File: src/rtl/mqrr_pkg.sv
`timescale 1ns / 1ps
`default_nettype none

package mqrr_pkg;

	localparam int NUM_QUEUES  = 8;
	localparam int QUEUE_DEPTH = 64;

	localparam int QW        = (NUM_QUEUES > 1) ? $clog2(NUM_QUEUES) : 1;
	localparam int PW        = (QUEUE_DEPTH > 1) ? $clog2(QUEUE_DEPTH) : 1;
	localparam int CW        = $clog2(QUEUE_DEPTH + 1);
	localparam int NW        = $clog2(NUM_QUEUES + 1);
	localparam int AW        = QW + PW;
	localparam int MEM_DEPTH = 2 ** AW;

	localparam int QIDX_W   = 3;
	localparam int HANDLE_W = 16;
	localparam int CFG_W    = 4;
	localparam int STATUS_W = 2;

	localparam logic [CFG_W-1:0] CFG_RESET = CFG_W'(8);

	typedef enum logic {
		OP_ENQ    = 1'b0,
		OP_FINISH = 1'b1
	} op_t;

	typedef enum logic [STATUS_W-1:0] {
		PUSH_OK   = 2'd0,
		PUSH_DROP = 2'd1,
		PUSH_NONE = 2'd2
	} push_status_t;

	typedef logic [QW-1:0] qid_t;
	typedef logic [PW-1:0] ptr_t;
	typedef logic [CW-1:0] cnt_t;

	typedef struct packed {
		logic valid;
		qid_t queue;
	} grant_t;

	function automatic ptr_t ptr_inc(input ptr_t p);
		return (p == PW'(QUEUE_DEPTH - 1)) ? '0 : p + PW'(1);
	endfunction

	function automatic logic [NW-1:0] eff_count(input logic [CFG_W-1:0] v);
		if (v == '0) begin
			return NW'(1);
		end
		if (int'(v) > NUM_QUEUES) begin
			return NW'(NUM_QUEUES);
		end
		return NW'(v);
	endfunction

endpackage

`default_nettype wire

File: src/rtl/mqrr_arb.sv
`timescale 1ns / 1ps
`default_nettype none

module mqrr_arb import mqrr_pkg::*; (
	input  logic [NUM_QUEUES-1:0] req,
	input  qid_t                  start,
	input  logic [NW-1:0]         count,
	output grant_t                grant
);

	logic [NUM_QUEUES-1:0] masked;
	logic [NUM_QUEUES-1:0] upper;
	logic [NUM_QUEUES-1:0] sel;

	always_comb begin
		for (int i = 0; i < NUM_QUEUES; i++) begin
			masked[i] = req[i] && (i < int'(count));
			upper[i]  = masked[i] && (i >= int'(start));
		end
		sel = (|upper) ? upper : masked;
	end

	always_comb begin
		grant = '0;
		for (int i = NUM_QUEUES - 1; i >= 0; i--) begin
			if (sel[i]) begin
				grant.valid = 1'b1;
				grant.queue = QW'(i);
			end
		end
	end

endmodule

`default_nettype wire

File: config.mk
export PLATFORM = sky130hd
export DESIGN_NAME = mqrr_arb
export DESIGN_NICKNAME = d
export VERILOG_FILES = /design/src/rtl/mqrr_pkg.sv /design/src/rtl/mqrr_arb.sv
export SDC_FILE = /design/constraint.sdc
export NUM_CORES = 1
export LEC_CHECK = 0
export ABC_CLOCK_PERIOD_IN_PS = 3520
export BUFFER_PORTS_ARGS = -buffer_cell sky130_fd_sc_hd__buf_4
export CORE_MARGIN = 3
export CORE_UTILIZATION = 40
export DETAILED_ROUTE_END_ITERATION = 8
export PLACE_DENSITY_LB_ADDON = 0.12
export SKIP_LAST_GASP = 1
export SLEW_MARGIN = 40
export SYNTH_ARGS = -nofsm -noshare
export SYNTH_HDL_FRONTEND = slang
export SYNTH_SLANG_ARGS = --single-unit
export TNS_END_PERCENT = 30
File: constraint.sdc
create_clock -name vclk -period 3.52
set_input_delay 0.88 -clock vclk [all_inputs]
set_output_delay 0.88 -clock vclk [all_outputs]
set_load 0.02 [all_outputs]
After elaboration in Yosys (flattened, before gate mapping)
Index checks and enable logic that the tools add are counted.
{ "classes": {"order_cmp": 15, "n_reduce_logical": 16, "n_mux": 9} }
{ "op_table": {"columns": ["op", "n"], "rows": [
  ["4-bit 2-to-1 mux", 8],
  ["3-bit by 4-bit less-than comparator with 1-bit output (first input constant)", 4],
  ["1-bit logical AND", 15],
  ["3-bit >= comparator (first input constant)", 3],
  ["1-bit by 4-bit less-than comparator with 1-bit output (first input constant)", 2],
  ["2-bit by 4-bit less-than comparator with 1-bit output (first input constant)", 2],
  ["8-bit OR reduction", 1],
  ["7-bit 2-to-1 mux", 1],
  ["1-bit by 3-bit >= comparator with 1-bit output (first input constant)", 2],
  ["2-bit by 3-bit >= comparator with 1-bit output (first input constant)", 2]
]} }
{ "totals": {"input_bits": 15, "regBits": 0, "out_inout_bits": 4, "elab_cells": 40} }

Longest topological paths before layout
Gate-level depths: netlist of run 1.
{ "logic_depth": {"word_depth": 12, "mapped_depth": 7, "mapped_depth_nobuf": 6} }

Worst setup path before layout of run 1
Ideal clock, no wire load.
{ "synth_path": {"kind": "in2out", "from": "in count[1]", "to": "out grant[2] (netlist name)", "path_stages": 7, "setup_slack_ns": 0.152, "required_time_ns": 2.640, "n_path_buf": 1, "arrival_time_ns": 2.488, "cell_sequence": "buf_6 a211o_1 a32oi_1 o221a_4 a21o_1 a311oi_1 a211oi_1"} }
{ "synth_rtl": {"columns": ["element", "line_no", "source"], "rows": [
  ["start, declared", "mqrr_arb.sv:7", "input logic [NW-1:0] count,"],
  ["end, declared", "mqrr_arb.sv:8", "output grant_t grant"]
]} }

==> results of run 1 <==
[cells in the final DEF, fill, tap and decap left out, types with 2 or more instances in the layout]
cell	netlist	final
nand3_1	2	2
a211oi_2	2	2
a211oi_1	2	2
o21a_1	3	3
a21oi_1	4	4
nor3_1	2	2
buf_4	1	23
a32oi_1	2	2
nand2_1	5	5
nor2_1	3	3
and2_1	2	2
inv_1	3	3
a211o_1	3	3
o21ai_0	6	6
[worst paths after layout]
kind / startpoint / to / slack, ns / cells past startpoint
worst max-delay path: count[3] / grant[1] / 0.03 / 8
worst min-delay path: req[7] / grant[3] / 2.31 / 5
[routing by layer]
metal | GRT usage, % | share of wire [%]
met5 | 0 | 0
met4 | 2.48 | 1.4
met3 | 1.29 | 6.5
met2 | 28.3 | 47
met1 | 23.8 | 45
[power by group through the flow]
stage	registers [uW]	clock network, uW	logic (uW)
after floorplan	0	0	73.7
after global placement	0	0	111
after detailed placement	0	0	112
after CTS	0	0	112
after global routing	0	0	126
final	0	0	115
[final cells by class]
class,instances,area (um2)
fill,117,485
inverter,3,11.3
multi-input combinational,64,484
tap,14,17.5
timing repair buffer,23,173
[Yosys cell counts (2+ instances only)]
master | count | share of area [%]
and2_1 | 2 | 2.4
inv_1 | 3 | 2.1
a211o_1 | 3 | 5.0
o21a_1 | 3 | 4.3
a32oi_1 | 2 | 3.3
a31oi_1 | 2 | 2.4
a211oi_2 | 2 | 4.8
a211oi_1 | 2 | 2.9
buf_6 | 2 | 4.3
nand2_1 | 5 | 3.6
clkbuf_1 | 3 | 2.1
nor2_1 | 3 | 2.1
o21ai_0 | 6 | 5.7
nand3_1 | 2 | 1.9
nor3_1 | 2 | 1.9
a21oi_1 | 4 | 3.8
[per-stage QoR]
step / total power (uW) / hold slack (ns) / area, um2 / setup WS (ns)
detailed placement: 112 / 2.31 / 673 / 0.0541
global route: 126 / 2.36 / 686 / -0.0881
finish: 115 / 2.31 / 686 / 0.0334
global placement: 111 / 2.31 / 673 / 0.0697
CTS: 112 / 2.31 / 673 / 0.0519
floorplan: 73.7 / 2.09 / 524 / 0.152
[logic make-up after synthesis]
logic type | after synthesis | synth area share (%)
and+or+nand+nor | 18 | 17.7
AOI/OAI and AO/OA | 46 | 72.3
buffers and inverters | 9 | 10.0
==> flow_metrics.env, run 1 <==
export IMPL_port_buffers=19
export IMPL_endpoint_kind="output pin"
export IMPL_switching_share_pct=53.3
export IMPL_yosysUniqueCellTypes=43
export IMPL_die_area_mm2=0.00178
export IMPL_yosys_warnings=0
export IMPL_fin_cells=104
export IMPL_powerDensity_mw_per_mm2=167
export IMPL_ant_nets=0
export IMPL_dieHeight_um=42.2
export IMPL_crit_path_max_incr_delay_ns=0.32
export IMPL_cp_data_required_time_ns=2.64
export IMPL_syn_avg_cell_area_um2=7.18
export IMPL_worstSetupPathType="in -> out"
export IMPL_clock_buffers=0
export IMPL_area_growth_pct=30.8
export IMPL_drive_gt1_share_pct=37.8
export IMPL_power_frac_comb_pct=100.0
export IMPL_internal_power_uw=53.6
export IMPL_seq_cells=0
export IMPL_dr_pass1_iters=4
export IMPL_crit_chain="buf_4 -> a211o_1 -> a32oi_1 -> o221a_4 -> o211ai_1 -> a22oi_1 -> o2bb2a_1 -> buf_4"
export IMPL_period_needed_ns=3.49
export IMPL_grt_total_usage_pct=16.9
export IMPL_grt_overflow_total=0
export IMPL_die_w_um=42.2
export IMPL_finalCoreUtilization_pct=58.5
export IMPL_routabilityCongestion=0.778
export IMPL_setup_violations=0
export IMPL_initial_core_util_pct=44.8
export IMPL_path_delay_family="compound AO/OA/AOI/OAI gates"
export IMPL_p_seq_share_pct=0
export IMPL_grt_max_degree=16
export IMPL_core_region_area_mm2=0.00117
export IMPL_syn_inst=73
export IMPL_hold_viol=0
export IMPL_switchingPower_uw=61.2
export IMPL_p_leak_uw=0.000286
export IMPL_hold_path_class="in -> out"
export IMPL_ios=19
export IMPL_grt_pass1_vias=595
export IMPL_postCtsHoldBufs=0
export IMPL_cp_num_buf_inv=2
export IMPL_critPathArrivalTime_ns=2.61
export IMPL_start_kind="primary input"
export IMPL_cts_setup_buffers=0
export IMPL_syn_area_um2=524
export IMPL_crit_path_frequent_cell="buf_4"
export IMPL_vias=691
export IMPL_post_route_drc_count=0
export IMPL_fmax_mhz=287
export IMPL_diodes=0
export IMPL_nets=107
export IMPL_seq_area_um2=0
export IMPL_drt_total_wl_um=1480
export IMPL_cap_violations=0
export IMPL_rsz0062_at_grt="true"
export IMPL_critPathSlowestCell="a22oi_1"
export IMPL_ir_drop_uv=69.5
export IMPL_syn_nets=88
export IMPL_drt_iter0_markers=14
export IMPL_wl_per_cell_um=14.2
export IMPL_timing_setup_tns_ns=0
export IMPL_final_max_slew_viol_count=0
export IMPL_min_period_over_period_pct=99.1
export IMPL_ys_seq_area_share_pct=0
export IMPL_cp_max_fo=14
export IMPL_slew_headroom_pct=64.0
export IMPL_dp_cells=104
export IMPL_dpl_hpwl_um=1180
export IMPL_vias_per_cell=6.64
export IMPL_worst_slew_pin_slew_ns=0.535
export IMPL_std_cell_rows=12
export IMPL_power_frac_clock_pct=0
export IMPL_grt_pass1_wl_um=2590
export IMPL_cts_resized=0
export IMPL_antenna_found_initial=0
export IMPL_status="finished, final reports clean"
Note: power is estimated with default switching activity, not from simulation.
==> inputs of run 2 (changes only) <==
--- a/config.mk
+++ b/config.mk
@@ -5,11 +5,13 @@
 export SDC_FILE = /design/constraint.sdc
 export NUM_CORES = 1
 export LEC_CHECK = 0
+export ABC_AREA = 1
 export ABC_CLOCK_PERIOD_IN_PS = 3520
 export BUFFER_PORTS_ARGS = -buffer_cell sky130_fd_sc_hd__buf_4
-export CORE_MARGIN = 3
-export CORE_UTILIZATION = 40
+export CAP_MARGIN = 25
+export CORE_AREA = 3 3 40 42
 export DETAILED_ROUTE_END_ITERATION = 8
+export DIE_AREA = 0 0 43 45
 export PLACE_DENSITY_LB_ADDON = 0.12
 export SKIP_LAST_GASP = 1
 export SLEW_MARGIN = 40
==> run 2 against run 1 <==
Non-clock buffer count decreased by 4; count of clock-buffer cells in the layout unchanged; synthesized cell count up 8.2%; global-route usage shrank 6.0 points; routed wire length fell by 35%; synthesized area decreased by 27%; core utilization fell by 16 points; largest power group unchanged; highest routed layer is now met3.
==> flow_metrics.env, run 2 <==
export IMPL_status="finished, final reports clean"
export IMPL_port_buffers=19
export IMPL_setup_violations=0
export IMPL_worst_slew_pin_slew_ns=0.227
export IMPL_nFillCells=151
export IMPL_setup_slack_ns=0.304
export IMPL_cts_resized=0
export IMPL_timing_setup_tns_ns=0
export IMPL_routabilityCongestion=0.782
export IMPL_die_area_mm2=0.00194
export IMPL_ant_nets=0
export IMPL_die_w_um=43
export IMPL_cp_max_fo=6
export IMPL_grt_overflow_total=0
export IMPL_dp_slack_ns=0.266
export IMPL_fmax_mhz=311
export IMPL_grt_total_usage_pct=10.9
export IMPL_hold_path_class="in -> out"
export IMPL_grt_pass1_wl_um=1730
export IMPL_post_route_drc_count=0
export IMPL_yosysMostFrequentCell="nand2_1"
export IMPL_endpoint_kind="output pin"
export IMPL_final_cell_mix="28 x nand2_1, 19 x buf_4, 11 x nor2_1, 11 x inv_1, 8 x nand3_1"
export IMPL_final_max_slew_viol_count=0
export IMPL_powerDensity_mw_per_mm2=172
export IMPL_initial_core_util_pct=29.8
export IMPL_clock_buffers=0
export IMPL_area_growth_pct=42.2
export IMPL_std_cell_rows=13
export IMPL_yosys_warnings=0
export IMPL_drt_total_wl_um=958
export IMPL_cts_setup_buffers=0
export IMPL_yosysTopAreaCellShare_pct=27.5
export IMPL_antenna_found_initial=0
export IMPL_period_needed_ns=3.22
export IMPL_dieHeight_um=45
export IMPL_syn_nets=94
export IMPL_syn_avg_cell_area_um2=4.85
export IMPL_start_kind="primary input"
export IMPL_power_uw=93.8
export IMPL_syn_area_um2=383
export IMPL_place_area_um2=544
export IMPL_vias=489
export IMPL_cp_data_required_time_ns=2.64
export IMPL_drive_gt1_share_pct=33.7
export IMPL_drt_iter0_markers=5
export IMPL_slew_headroom_pct=84.7
export IMPL_vias_per_cell=4.33
export IMPL_ys_seq_area_share_pct=0
export IMPL_postLayoutCellArea_um2=544
export IMPL_grt_pass1_vias=446
export IMPL_syn_inst=79
export IMPL_worstSetupPathType="in -> out"
export IMPL_finalCoreUtilization_pct=42.4
export IMPL_endpoint="grant[0]"
export IMPL_core_region_area_mm2=0.00128
export IMPL_min_period_over_period_pct=91.4
export IMPL_critPathLaunch="count[3]"
export IMPL_seq_area_um2=0
export IMPL_hold_viol=0
export IMPL_diodes=0
export IMPL_ios=19
export IMPL_synth_area_top_cells="nand2_1 27%, inv_1 11%, nor2_1 11%"
export IMPL_wl_per_cell_um=8.48
export IMPL_synth_top_cell_by_area="nand2_1"
export IMPL_ir_drop_uv=46.0
export IMPL_critPathArrivalTime_ns=2.34
export IMPL_nets=115
export IMPL_p_leak_uw=0.000313
export IMPL_cap_violations=0
export IMPL_grt_max_degree=7
export IMPL_postCtsHoldBufs=0
export IMPL_final_common_cell="nand2_1"
export IMPL_dr_pass1_iters=2
export IMPL_seq_cells=0
export IMPL_dpl_hpwl_um=896
export IMPL_yosysUniqueCellTypes=16
export IMPL_synth_commonest_cells="28 x nand2_1, 11 x inv_1, 11 x nor2_1, 8 x nand3_1, 4 x nand2_2"
export IMPL_rsz0062_at_grt="false"
==> run 2: cell type report <==
cell class | instances | area, um2 | area share (%)
Multi-Input combinational cell | 67 | 338 | 62.1
Timing Repair Buffer | 19 | 143 | 26.2
Inverter | 12 | 45.0 | 8.28
Tap cell | 15 | 18.8 | 3.45
==> run 2: worst min path at each step <==
stage,start,endpoint,depth (start not counted)
2_1_floorplan,req[0],grant[0],3
3_3_place_gp,req[0],grant[0],5
3_5_place_dp,req[0],grant[0],5
4_1_cts,req[0],grant[0],5
5_1_grt,req[0],grant[0],5
6_report,req[0],grant[0],5
==> run 2: where the power goes <==
part | switching, uW | total [uW] | leakage, uW | internal (uW)
clock network | 0 | 0 | 0 | 0
logic | 52.4 | 93.8 | 0.000313 | 41.4
registers | 0 | 0 | 0 | 0
==> run 2: logic make-up (layout without fill, tap and decap cells) <==
group                  Yosys count  after routing  synth area share (%)
AND/OR/NAND/NOR                 60             60                  77.1
buffers and inverters           12             31                  11.8
AO/OA/AOI/OAI                    7              7                  11.1
==> run 2: per-stage QoR <==
stage / hold slack, ns / instances
2_1_floorplan: 2.01 / 79
3_3_place_gp: 2.25 / 113
3_5_place_dp: 2.26 / 113
4_1_cts: 2.26 / 113
5_1_grt: 2.28 / 113
6_report: 2.25 / 113
==> run 2: critical path, stage by stage <==
cell,delay [ns]
buf_4,0.13
nor2_4,0.16
nand2_1,0.10
nand3_1,0.11
nand3_1,0.12
nor2_4,0.11
nand2_2,0.10
nand2_1,0.09
nand2_2,0.06
nand2_1,0.07
nand2_1,0.05
nand2_1,0.06
nand2_1,0.06
a21oi_2,0.10
buf_4,0.14
==> run 2: routing by layer <==
metal	vias to the layer above	track usage [%]	wire (um)	share of wire (%)
li1	285	-	-	-
met1	196	15.0	469	49
met2	8	20.1	450	47
met3	0	0.797	38	4.0
met4	0	0	0	0
met5	-	0	0	0
==> inputs of run 3 (changes only) <==
--- a/config.mk
+++ b/config.mk
@@ -5,7 +5,6 @@
 export SDC_FILE = /design/constraint.sdc
 export NUM_CORES = 1
 export LEC_CHECK = 0
-export ABC_AREA = 1
 export ABC_CLOCK_PERIOD_IN_PS = 3520
 export BUFFER_PORTS_ARGS = -buffer_cell sky130_fd_sc_hd__buf_4
 export CAP_MARGIN = 25
==> run 3 against run 2 <==
Cell count decreased by 6.2%; hold slack improved by 0.081 ns; count of clock-buffer cells in the layout unchanged; final area increased by 29%; sequential share of layout area unchanged; first-iteration DRC count increased to 3.4 times the previous value; sequential cell count unchanged; die area unchanged; total power increased by 25%; global-route usage increased by 4.7 points; critical path depth decreased by 7; routed wire length increased by 58%; critical path type unchanged; critical endpoint is now grant[3].
==> flow_metrics.env, run 3 (synthesized netlist as in run 1, its figures left out) <==
export IMPL_status="finished, final reports clean"
export IMPL_area_growth_pct=33.4
export IMPL_rsz0062_at_grt="true"
export IMPL_setup_slack_ns=0.0655
export IMPL_seq_cells=0
export IMPL_vias=659
export IMPL_grt_overflow_total=0
export IMPL_timing_setup_tns_ns=0
export IMPL_ios=19
export IMPL_powerDensity_mw_per_mm2=167
export IMPL_endpoint_kind="output pin"
export IMPL_final_common_cell="buf_4"
export IMPL_core_region_area_mm2=0.00128
export IMPL_worst_slew_pin_slew_ns=0.598
export IMPL_slew_headroom_pct=59.7
export IMPL_internal_power_uw=55.0
export IMPL_cp_data_required_time_ns=2.64
export IMPL_setup_violations=0
export IMPL_grt_total_usage_pct=15.7
export IMPL_post_route_drc_count=0
export IMPL_ir_drop_uv=93.3
export IMPL_drt_iter0_markers=17
export IMPL_power_frac_comb_pct=100.0
export IMPL_cap_violations=0
export IMPL_vias_per_cell=6.22
export IMPL_final_max_slew_viol_count=0
export IMPL_ant_nets=0
export IMPL_grt_max_degree=15
export IMPL_initial_core_util_pct=40.8
export IMPL_dpl_hpwl_um=1190
export IMPL_grt_pass1_wl_um=2510
export IMPL_antenna_found_initial=0
export IMPL_diodes=0
export IMPL_final_cell_mix="24 x buf_4, 5 x nand2_1, 5 x o21ai_0"
export IMPL_critPathArrivalTime_ns=2.57
export IMPL_routabilityCongestion=0.758
export IMPL_fmax_mhz=289
export IMPL_worstSetupPathType="in -> out"
export IMPL_critPathLaunch="start[2]"
export IMPL_drive_gt1_share_pct=39.6
export IMPL_die_area_mm2=0.00194
export IMPL_power_frac_clock_pct=0
export IMPL_p_seq_share_pct=0
export IMPL_cts_setup_buffers=0
export IMPL_dieHeight_um=45
export IMPL_whs_ns=2.33
export IMPL_min_period_over_period_pct=98.1
export IMPL_std_cell_rows=13
export IMPL_clock_buffers=0
export IMPL_nets=108
export IMPL_start_kind="primary input"
export IMPL_dp_slack_ns=0.0554
export IMPL_seq_area_um2=0
export IMPL_switching_share_pct=52.9
export IMPL_port_buffers=19
export IMPL_hold_path_class="in -> out"
export IMPL_finalCoreUtilization_pct=54.4
export IMPL_switchingPower_uw=61.9
export IMPL_wl_per_cell_um=14.2
export IMPL_die_w_um=43
export IMPL_drt_total_wl_um=1510
export IMPL_cp_max_fo=4
export IMPL_period_needed_ns=3.45
export IMPL_p_leak_uw=0.000291
export IMPL_grt_pass1_vias=558
export IMPL_dr_pass1_iters=4
export IMPL_hold_viol=0
export IMPL_endpoint="grant[3]"
run 3: cell types whose count changed in the layout (fill, tap and decap cells not counted), sizes merged, moves of 4 or more:
cell and change:
nor2 -12, nand3 -9, buf +5, nand2 -26, o21ai +4, a211oi +4
inv -8
run 3: critical path: stages:
cell and delay [ns]:
buf_4 0.12, o21bai_1 0.14, a211o_1 0.33, o221a_4 0.13
a21o_1 0.21, a311o_1 0.37, a211o_1 0.23, buf_4 0.16
run 3: how the worst min path moves through the flow:
stage	start	end	slack, ns	cells after the start
after floorplan	req[7]	grant[0]	2.09	4
after global placement	req[7]	grant[3]	2.33	5
after detailed placement	req[7]	grant[1]	2.33	5
after CTS	req[7]	grant[3]	2.34	5
after global routing	req[7]	grant[3]	2.36	5
final	req[7]	grant[1]	2.33	5
run 3: layout make-up:
class / instances / area (um2)
Timing Repair Buffer: 24 / 180
Fill cell: 135 / 586
Tap cell: 15 / 18.8
Multi-Input combinational cell: 64 / 489
Inverter: 3 / 11.3
run 3: what timing repair did:
item	CTS	global route
gates resized for setup	0	4
hold buffers	0	0
setup endpoints to repair	0	4
run 3: metrics by stage:
stage | power (uW) | cell area, um2 | std cells
final | 117 | 699 | 106
after CTS | 113 | 682 | 106
after floorplan | 73.7 | 524 | 73
after global placement | 112 | 682 | 106
after global routing | 128 | 699 | 106
after detailed placement | 112 | 682 | 106
run 3: power groups by stage:
stage	combinational (uW)	clock, uW	sequential [uW]
2_1_floorplan	73.7	0	0
3_3_place_gp	112	0	0
3_5_place_dp	112	0	0
4_1_cts	113	0	0
5_1_grt	128	0	0
6_report	117	0	0
run 3: metal layers:
metal / part of all wire, % / vias up / global-route usage (%)
met5: 0 / - / 0
met4: 0 / 0 / 0
met3: 4.0 / 0 / 0.797
met2: 46 / 12 / 25.4
met1: 50 / 309 / 24.3
li1: - / 338 / -
